[src/hdl/ulte_pkg.sv]
// Package for the unsorted list table engine: sizes, field types, codes,
// the result bundle and the width conversion helpers. Depends on nothing.
package ulte_pkg;

  localparam int unsigned CAPACITY   = 128;
  localparam int unsigned DATA_WIDTH = 32;
  localparam int unsigned ADDR_W     = $clog2(CAPACITY);
  localparam int unsigned CNT_W      = $clog2(CAPACITY + 1);

  localparam int unsigned FUNC_W   = 3;
  localparam int unsigned WORD_W   = 32;
  localparam int unsigned STATUS_W = 2;
  localparam int unsigned MPOS_W   = 7;
  localparam int unsigned FCNT_W   = 8;

  typedef logic [FUNC_W-1:0]     func_t;
  typedef logic [WORD_W-1:0]     word_t;
  typedef logic [STATUS_W-1:0]   status_t;
  typedef logic [MPOS_W-1:0]     mpos_t;
  typedef logic [FCNT_W-1:0]     fcnt_t;
  typedef logic [DATA_WIDTH-1:0] value_t;
  typedef logic [ADDR_W-1:0]     addr_t;
  typedef logic [CNT_W-1:0]      cnt_t;

  localparam cnt_t CAP_CNT = cnt_t'(CAPACITY);

  localparam func_t OP_INSERT = 3'd0;
  localparam func_t OP_FIND   = 3'd1;
  localparam func_t OP_UPDATE = 3'd2;
  localparam func_t OP_ERASE  = 3'd3;
  localparam func_t OP_CLEAR  = 3'd4;
  localparam func_t OP_REWIND = 3'd5;
  localparam func_t OP_NEXT   = 3'd6;

  localparam status_t ST_OK        = 2'd0;
  localparam status_t ST_NOT_FOUND = 2'd1;
  localparam status_t ST_FULL      = 2'd2;
  localparam status_t ST_END       = 2'd3;

  typedef struct packed {
    func_t  func;
    value_t key;
    value_t repl;
  } req_t;

  typedef struct packed {
    status_t status;
    mpos_t   match_position;
    word_t   read_value;
    fcnt_t   entry_count;
    logic    is_empty;
    logic    is_full;
  } rsp_t;

  typedef struct packed {
    logic   we;
    addr_t  addr;
    value_t wdata;
  } ram_req_t;

  function automatic value_t word_to_value(word_t w);
    value_t v;
    v = '0;
    for (int i = 0; i < DATA_WIDTH; i++) begin
      if (i < WORD_W) begin
        v[i] = w[i];
      end
    end
    return v;
  endfunction

  function automatic word_t value_to_word(value_t v);
    word_t w;
    w = '0;
    for (int i = 0; i < WORD_W; i++) begin
      if (i < DATA_WIDTH) begin
        w[i] = v[i];
      end
    end
    return w;
  endfunction

  function automatic mpos_t addr_to_mpos(addr_t a);
    mpos_t m;
    m = '0;
    for (int i = 0; i < MPOS_W; i++) begin
      if (i < ADDR_W) begin
        m[i] = a[i];
      end
    end
    return m;
  endfunction

  function automatic fcnt_t cnt_to_fcnt(cnt_t c);
    fcnt_t f;
    f = '0;
    for (int i = 0; i < FCNT_W; i++) begin
      if (i < CNT_W) begin
        f[i] = c[i];
      end
    end
    return f;
  endfunction

endpackage

[src/hdl/ulte_ctrl.sv]
// Sequencer of the unsorted list table engine: owns count and cursor, scans
// the entry RAM one slot a cycle and does the read-modify-write steps.
// Depends on ulte_pkg.
module ulte_ctrl import ulte_pkg::*; (
  input  logic     clk_i,
  input  logic     rst_ni,
  input  logic     req_valid_i,
  output logic     req_ready_o,
  input  req_t     req_i,
  output logic     res_valid_o,
  input  logic     res_ready_i,
  output rsp_t     res_o,
  output ram_req_t ram_o,
  input  value_t   ram_rdata_i
);

  typedef enum logic [4:0] {
    S_IDLE   = 5'b00001,
    S_SCAN   = 5'b00010,
    S_MOVE   = 5'b00100,
    S_RDWAIT = 5'b01000,
    S_DONE   = 5'b10000
  } state_e;

  state_e  state_q, state_d;
  cnt_t    count_q, count_d;
  cnt_t    cursor_q, cursor_d;
  cnt_t    idx_q, idx_d;
  logic    pend_q, pend_d;
  addr_t   paddr_q, paddr_d;
  func_t   op_q, op_d;
  value_t  key_q, key_d;
  value_t  repl_q, repl_d;
  status_t status_q, status_d;
  addr_t   pos_q, pos_d;
  value_t  rd_q, rd_d;
  logic    hit;
  cnt_t    last;

  assign hit  = pend_q && (ram_rdata_i == key_q);
  assign last = count_q - cnt_t'(1);

  always_comb begin
    state_d  = state_q;
    count_d  = count_q;
    cursor_d = cursor_q;
    idx_d    = idx_q;
    pend_d   = pend_q;
    paddr_d  = paddr_q;
    op_d     = op_q;
    key_d    = key_q;
    repl_d   = repl_q;
    status_d = status_q;
    pos_d    = pos_q;
    rd_d     = rd_q;
    ram_o    = '{we: 1'b0, addr: '0, wdata: '0};
    req_ready_o = (state_q == S_IDLE);
    res_valid_o = (state_q == S_DONE);

    unique case (state_q)
      S_IDLE: begin
        if (req_valid_i) begin
          op_d     = req_i.func;
          key_d    = req_i.key;
          repl_d   = req_i.repl;
          status_d = ST_OK;
          pos_d    = '0;
          rd_d     = '0;
          idx_d    = '0;
          pend_d   = 1'b0;
          state_d  = S_DONE;
          unique case (req_i.func)
            OP_INSERT: begin
              if (count_q >= CAP_CNT) begin
                status_d = ST_FULL;
              end else begin
                ram_o   = '{we: 1'b1, addr: count_q[ADDR_W-1:0], wdata: req_i.key};
                count_d = count_q + cnt_t'(1);
              end
            end
            OP_FIND, OP_UPDATE, OP_ERASE: begin
              state_d = S_SCAN;
            end
            OP_CLEAR: begin
              count_d = '0;
            end
            OP_REWIND: begin
              cursor_d = '0;
            end
            OP_NEXT: begin
              if (cursor_q >= count_q) begin
                status_d = ST_END;
              end else begin
                ram_o    = '{we: 1'b0, addr: cursor_q[ADDR_W-1:0], wdata: '0};
                cursor_d = cursor_q + cnt_t'(1);
                state_d  = S_RDWAIT;
              end
            end
            default: begin
            end
          endcase
        end
      end
      S_SCAN: begin
        if (hit) begin
          pos_d   = paddr_q;
          pend_d  = 1'b0;
          state_d = S_DONE;
          if (op_q == OP_UPDATE) begin
            ram_o = '{we: 1'b1, addr: paddr_q, wdata: repl_q};
          end else if (op_q == OP_ERASE) begin
            if (cnt_t'(paddr_q) == last) begin
              count_d = last;
            end else begin
              ram_o   = '{we: 1'b0, addr: last[ADDR_W-1:0], wdata: '0};
              state_d = S_MOVE;
            end
          end
        end else if (idx_q < count_q) begin
          ram_o   = '{we: 1'b0, addr: idx_q[ADDR_W-1:0], wdata: '0};
          paddr_d = idx_q[ADDR_W-1:0];
          pend_d  = 1'b1;
          idx_d   = idx_q + cnt_t'(1);
        end else begin
          status_d = ST_NOT_FOUND;
          pend_d   = 1'b0;
          state_d  = S_DONE;
        end
      end
      S_MOVE: begin
        ram_o   = '{we: 1'b1, addr: pos_q, wdata: ram_rdata_i};
        count_d = last;
        state_d = S_DONE;
      end
      S_RDWAIT: begin
        rd_d    = ram_rdata_i;
        state_d = S_DONE;
      end
      S_DONE: begin
        if (res_ready_i) begin
          state_d = S_IDLE;
        end
      end
      default: begin
        state_d = S_IDLE;
      end
    endcase
  end

  always_ff @(posedge clk_i or negedge rst_ni) begin
    if (!rst_ni) begin
      state_q  <= S_IDLE;
      count_q  <= '0;
      cursor_q <= '0;
      idx_q    <= '0;
      pend_q   <= 1'b0;
    end else begin
      state_q  <= state_d;
      count_q  <= count_d;
      cursor_q <= cursor_d;
      idx_q    <= idx_d;
      pend_q   <= pend_d;
    end
  end

  always_ff @(posedge clk_i) begin
    paddr_q  <= paddr_d;
    op_q     <= op_d;
    key_q    <= key_d;
    repl_q   <= repl_d;
    status_q <= status_d;
    pos_q    <= pos_d;
    rd_q     <= rd_d;
  end

  assign res_o = '{
    status:         status_q,
    match_position: addr_to_mpos(pos_q),
    read_value:     value_to_word(rd_q),
    entry_count:    cnt_to_fcnt(count_q),
    is_empty:       (count_q == '0),
    is_full:        (count_q == CAP_CNT)
  };

endmodule

[config.mk]
export PLATFORM = sky130hd
export DESIGN_NAME = ulte_ctrl
export DESIGN_NICKNAME = d
export VERILOG_FILES = /design/src/hdl/ulte_pkg.sv /design/src/hdl/ulte_ctrl.sv
export SDC_FILE = /design/constraint.sdc
export NUM_CORES = 1
export LEC_CHECK = 0
export ABC_AREA = 1
export BUFFER_PORTS_ARGS = -buffer_cell sky130_fd_sc_hd__buf_2
export CELL_PAD_IN_SITES_DETAIL_PLACEMENT = 0
export CELL_PAD_IN_SITES_GLOBAL_PLACEMENT = 1
export CORE_UTILIZATION = 37
export CTS_BUF_LIST = sky130_fd_sc_hd__clkbuf_8
export CTS_CLUSTER_SIZE = 24
export DETAILED_ROUTE_END_ITERATION = 16
export PLACE_DENSITY = 0.76
export SETUP_SLACK_MARGIN = 0.2
export SLEW_MARGIN = 30
export SYNTH_ARGS = -nofsm -noshare
export SYNTH_HDL_FRONTEND = slang
export SYNTH_SLANG_ARGS = --single-unit
[constraint.sdc]
create_clock -name clk_i -period 3 [get_ports clk_i]
set_clock_uncertainty 0.05 [all_clocks]
set_input_delay 0.3 -clock clk_i [delete_from_list [all_inputs] [get_ports clk_i]]
set_output_delay 0.3 -clock clk_i [all_outputs]
set_load 0.005 [all_outputs]
After elaboration in Yosys (flattened, before gate mapping):

Index checks and enable logic that the tools add are counted.

* add/sub/neg operators: 4
* magnitude comparators: 3
* eq/ne operators: 29
* muxes and demuxes: 50
* bitwise logic cells: 1
* reductions and logical operators: 19

Operators by type and width (number)
* $mux 40: 4
* $mux 39: 4
* $pmux 40 s3: 1
* $mux 8: 10
* $pmux 40 s2: 1
* $pmux 32 s2: 1
* $pmux 8 s2: 3
* $mux 5: 8
* $eq 32x32->1: 1
* $mux 32: 1
* $add 8x1->8 const B: 3
* $pmux 8 s3: 1
* $pmux 5 s4: 1
* $ne 2x2->1 const B: 9
* $mux 7: 2
* $pmux 7 s2: 1
* $eq 3x2->1 const B: 4
* $reduce_and 4->1: 3
* $mux 2: 5
* $pmux 5 s2: 1
* $eq 3x3->1 const B: 3
* $reduce_and 3->1: 3
* $eq 7x8->1: 1
* $eq 8x8->1 const B: 1
* 26 further kinds: 34

* register bits: 145
* input bits: 103

Depth between registers and ports, before layout:

* depth in word-level cells: 7
* mapped depth: 16

Least setup slack after synthesis:

No wires, ideal clock.

* path kind: reg2reg
* start point: reg state_q[2]
* end point: reg cursor_q[5]
* library setup time: 0.083 ns
* arrival: 3.060 ns
* required time: 2.867 ns
* path slack: -0.192 ns
* stages on the path, launching flop included: 13
* buffers on the path: 1
* clock period less this slack: 3.192 ns
* cells stage by stage: dfrtp_1 -> inv_1 -> nand2_1 -> inv_2 -> nand4_2 -> inv_2 -> nand2_2 -> buf_2 -> inv_1 -> nand2_1 -> inv_1 -> nand3_1 -> o21ai_0

* word-level cells in the longest chain between the ends: 2

RTL lines
* start, declared: RTL line ulte_ctrl.sv:25 `state_e state_q, state_d;`
* start signal, assigned: RTL line ulte_ctrl.sv:158 `state_q <= state_d;`
* $eq 5x1->1
* named net req_ready_o: RTL line ulte_ctrl.sv:8 `output logic req_ready_o,`
* $reduce_and 4->1 (no source line)
* end signal, assigned: RTL line ulte_ctrl.sv:160 `cursor_q <= cursor_d;`
* end, declared: RTL line ulte_ctrl.sv:27 `cnt_t cursor_q, cursor_d;`

The timed path passes the listed nets, and every way through them passes these cells.
A chain may end at the register's enable or synchronous reset.

==> summary.txt <==
Critical path
  • CP endpoint kind: primary output
  • Startpoint types: register
  • Crit-path cells: clkinvlp_4 > buf_4 > ha_1 > nand2_1 > nor2_1 > a21oi_2 > buf_4 > nand4_1 > nand2_1 > nor2_2 > nand2_1 > buf_2
  • Required @ worst endpoint: 2.65 ns
  • CP max FO: 3
  • Critical path arrival: 2.50 ns
  • Cell mode on critical path: nand2_1
  • CP max stage delay: 0.42 ns
  • Crit-path slowest cell: dfrtp_2
  • Worst Setup Path Type: register to primary output

Clocking
  • CTS Root Cell: clkbuf_8
  • CTS buffer count: 17
  • Depth of the CTS H-tree: 4
  • CTS tree: built
  • Clk buf depth: 2
  • Worst-skew pair later-pin latency: 0.47 ns
  • TritonCTS sink count: 145
  • Clock transition at path regs: 0.10 ns

Finish
  • Design Area, Final: 0.0112 mm²
  • Nets: 1352
  • Commonest non-fill, non-tap cell in the layout: nand2_1
  • Layout cell share with drive strength beyond 1: 0.308
  • Area growth syn-to-layout: 39.5%
  • Fin util: 0.530
  • Most frequent cells in the layout: nand2_1, buf_2, inv_1, edfxtp_1, nor2_1

Logic synthesis
  • Register area share after synthesis: 0.523
  • Cell variety after synth: 44
  • Area fraction in compound gates after synthesis: 0.0920
  • Main combinational cell family by area after synthesis: simple AND/OR/NAND/NOR gates
  • Avg Inst Size Synth: 8.77 µm²
  • Syn nets: 1038
  • Seq cells post-synth: 145
  • Post-synthesis adder-cell area fraction: 0.0296
  • Synth Warn #: 0
  • Cells after synthesis: 916
  • Mux contribution to synthesized area: 0
  • Mapped Area: 0.00803 mm²
  • Simple-gate portion of the synthesized area: 0.241
  • XOR/XNOR share of the synthesized area: 0.0279

Drt
  • Via-to-Cell Ratio: 5.02
  • Pre-antenna DRT Iters: 9
  • Post-route DRC: 0
  • Iter 0 DRT Violations: 571
  • Total number of vias: 7630
  • WL final: 27400 µm
  • Post-route ant nets: 0
  • Drt wl/cell: 18.0 µm

Floorplanning
  • I/O pin total: 196
  • DIE AREA: 0.0223 mm²
  • Initial Util: 0.380
  • Core area: 0.0212 mm²
  • Die H: 149 µm
  • Row count: 53
  • Die width: 149 µm

Pwr
  • Peak supply drop: 0.315 mV
  • P per Cell Area: 697 mW/mm²
  • Leakage Power: 5.27 nW
  • Switch share: 0.395
  • P_int: 4.72 mW
  • Clock Power Share: 0.200
  • Sw power: 3.09 mW
  • Combinational Power Share: 0.410
  • Reg power frac: 0.391

Run status
  • Outcome: finished clean

Global routing
  • GR Util met2: 0.398
  • GRT busiest layer: met2
  • Met1 Use GR: 0.316
  • Number of global-route vias before repair: 7172
  • Global-route wire length before repair: 39600 µm
  • GRT Util Overall: 0.239
  • Largest net degree at the start of global routing: 34
  • Met3 usage: 0.0346
  • Initial antenna violation count: 1
  • Global route overflow: 0

Timing
  • RSZ-0062 raised after global routing: yes
  • Fin crit share: 0.950
  • Final hold vios: 0
  • Setup TNS: 0 ns
  • Worst slew pin tran: 0.851 ns
  • Final setup vio count: 0
  • Normalized max-slew margin: 0.429
  • WHS: 0.0336 ns
  • Post-route minimum period: 2.85 ns
  • Final Slew Violations: 0
  • Fmax: 0.351 GHz

Placed design
  • Post-DP Area: 0.00940 mm²
  • IO Port Bufs: 195
  • GP Congestion: 0.868
  • HPWL Detailed: 19000 µm

Run
  • Max-cap violations: 0

Worst hold path
  • Hold/Removal Path Class: primary input to register
power by group through the flow:
stage / clock, mW / sequential, mW / combinational (mW)
final: 1.56 / 3.05 / 3.20
after global routing: 1.65 / 3.10 / 3.50
after CTS: 1.59 / 3.02 / 2.71
after detailed placement: 0 / 3.07 / 2.47
after global placement: 0 / 3.06 / 2.46
after floorplan: 0 / 3.03 / 1.57
through the flow:
step,worst slack (ns),instances,total power [mW]
floorplan,0.293,916,4.60
global placement,0.427,1380,5.52
detailed placement,0.383,1380,5.54
CTS,0.200,1489,7.32
global route,0.0863,1519,8.26
finish,0.150,1519,7.81
Yosys cell counts, drive strengths merged:
library cell / n / area, µm²
xnor2: 12 / 105
a22oi: 15 / 113
inv: 155 / 582
and2: 1 / 6.26
edfxtp: 115 / 3450
and3: 3 / 18.8
clkinv: 1 / 3.75
o22ai: 10 / 62.6
nand4: 20 / 138
o21a: 1 / 7.51
ha: 19 / 238
o31ai: 5 / 37.5
nor2: 116 / 515
a21oi: 19 / 98.9
nand3b: 1 / 7.51
nor4: 3 / 40.0
nand3: 53 / 313
buf: 10 / 65.1
dfrtp: 29 / 726
dfstp: 1 / 26.3
a32o: 1 / 10.0
nor3: 9 / 45.0
or2: 1 / 6.26
o21ai: 51 / 255
clkbuf: 10 / 37.5
xor2: 11 / 96.3
xnor3: 1 / 22.5
a31oi: 1 / 6.26
o221ai: 17 / 149
nand2: 225 / 850
critical path, delay by kind of cell (launching register included):
kind | cells | cell delay (ns)
adders and majority gates | 1 | 0.29
AOI/OAI and AO/OA | 1 | 0.20
and+or+nand+nor | 6 | 0.52
buffers and inverters | 4 | 0.61
DFF | 1 | 0.42
area by class of cell:
class	count	area, µm²
Multi-Input combinational cell	595	3450
Inverter	156	619
Fill cell	1970	9950
Antenna cell	1	2.50
Clock buffer	17	234
Clock inverter	15	149
Sequential cell	145	4210
Tap cell	275	344
Timing Repair Buffer	315	2190
routing by layer:
metal | wire [µm] | vias up
met5 | 0 | -
met4 | 584 | 0
met3 | 1540 | 46
met2 | 13200 | 295
met1 | 12100 | 3606
li1 | - | 3683
final timing paths:
| kind | slack, ns | startpoint | to | depth (start not counted) |
|---|---|---|---|---|
| max | 0.15 | count_q[4]$_DFFE_PN0P_ | ram_o[36] | 12 |
| min | 0.03 | res_ready_i | state_q[4]$_DFFE_PN0P_ | 4 |
| max reg2reg | 0.49 | state_q[0]$_DFFE_PN1P_ | count_q[7]$_DFFE_PN0P_ | 9 |
| min reg2reg | 0.52 | cursor_q[7]$_DFFE_PN0P_ | cursor_q[7]$_DFFE_PN0P_ | 2 |
| max in group asynchronous | 1.95 | rst_ni | count_q[0]$_DFFE_PN0P_ | 2 |
| min in group asynchronous | 0.39 | rst_ni | count_q[2]$_DFFE_PN0P_ | 2 |
logic make-up after synthesis:
kind of cell,after synthesis
adder cells (fa/ha/maj),19
flip-flops,145
XOR/XNOR,24
AND/OR/NAND/NOR,432
AO/OA/AOI/OAI,120
buffers and inverters,176
flip-flops by register name, summed over array words and instances (netlist names):
register and count:
key_q 32, rd_q 32, repl_q 32, count_q 8, cursor_q 8, idx_q 8
paddr_q 7, pos_q 7, state_q 5, op_q 3, status_q 2, pend_q 1
repair_timing:
action	in CTS	in global routing
gates cloned	0	4
endpoints found under the hold margin	94	0
resized for setup	23	75
setup endpoints to repair	39	39
hold buffers	66	0
buffers inserted	11	25
pin swaps	0	26
Note: power is estimated with default switching activity, not from simulation.
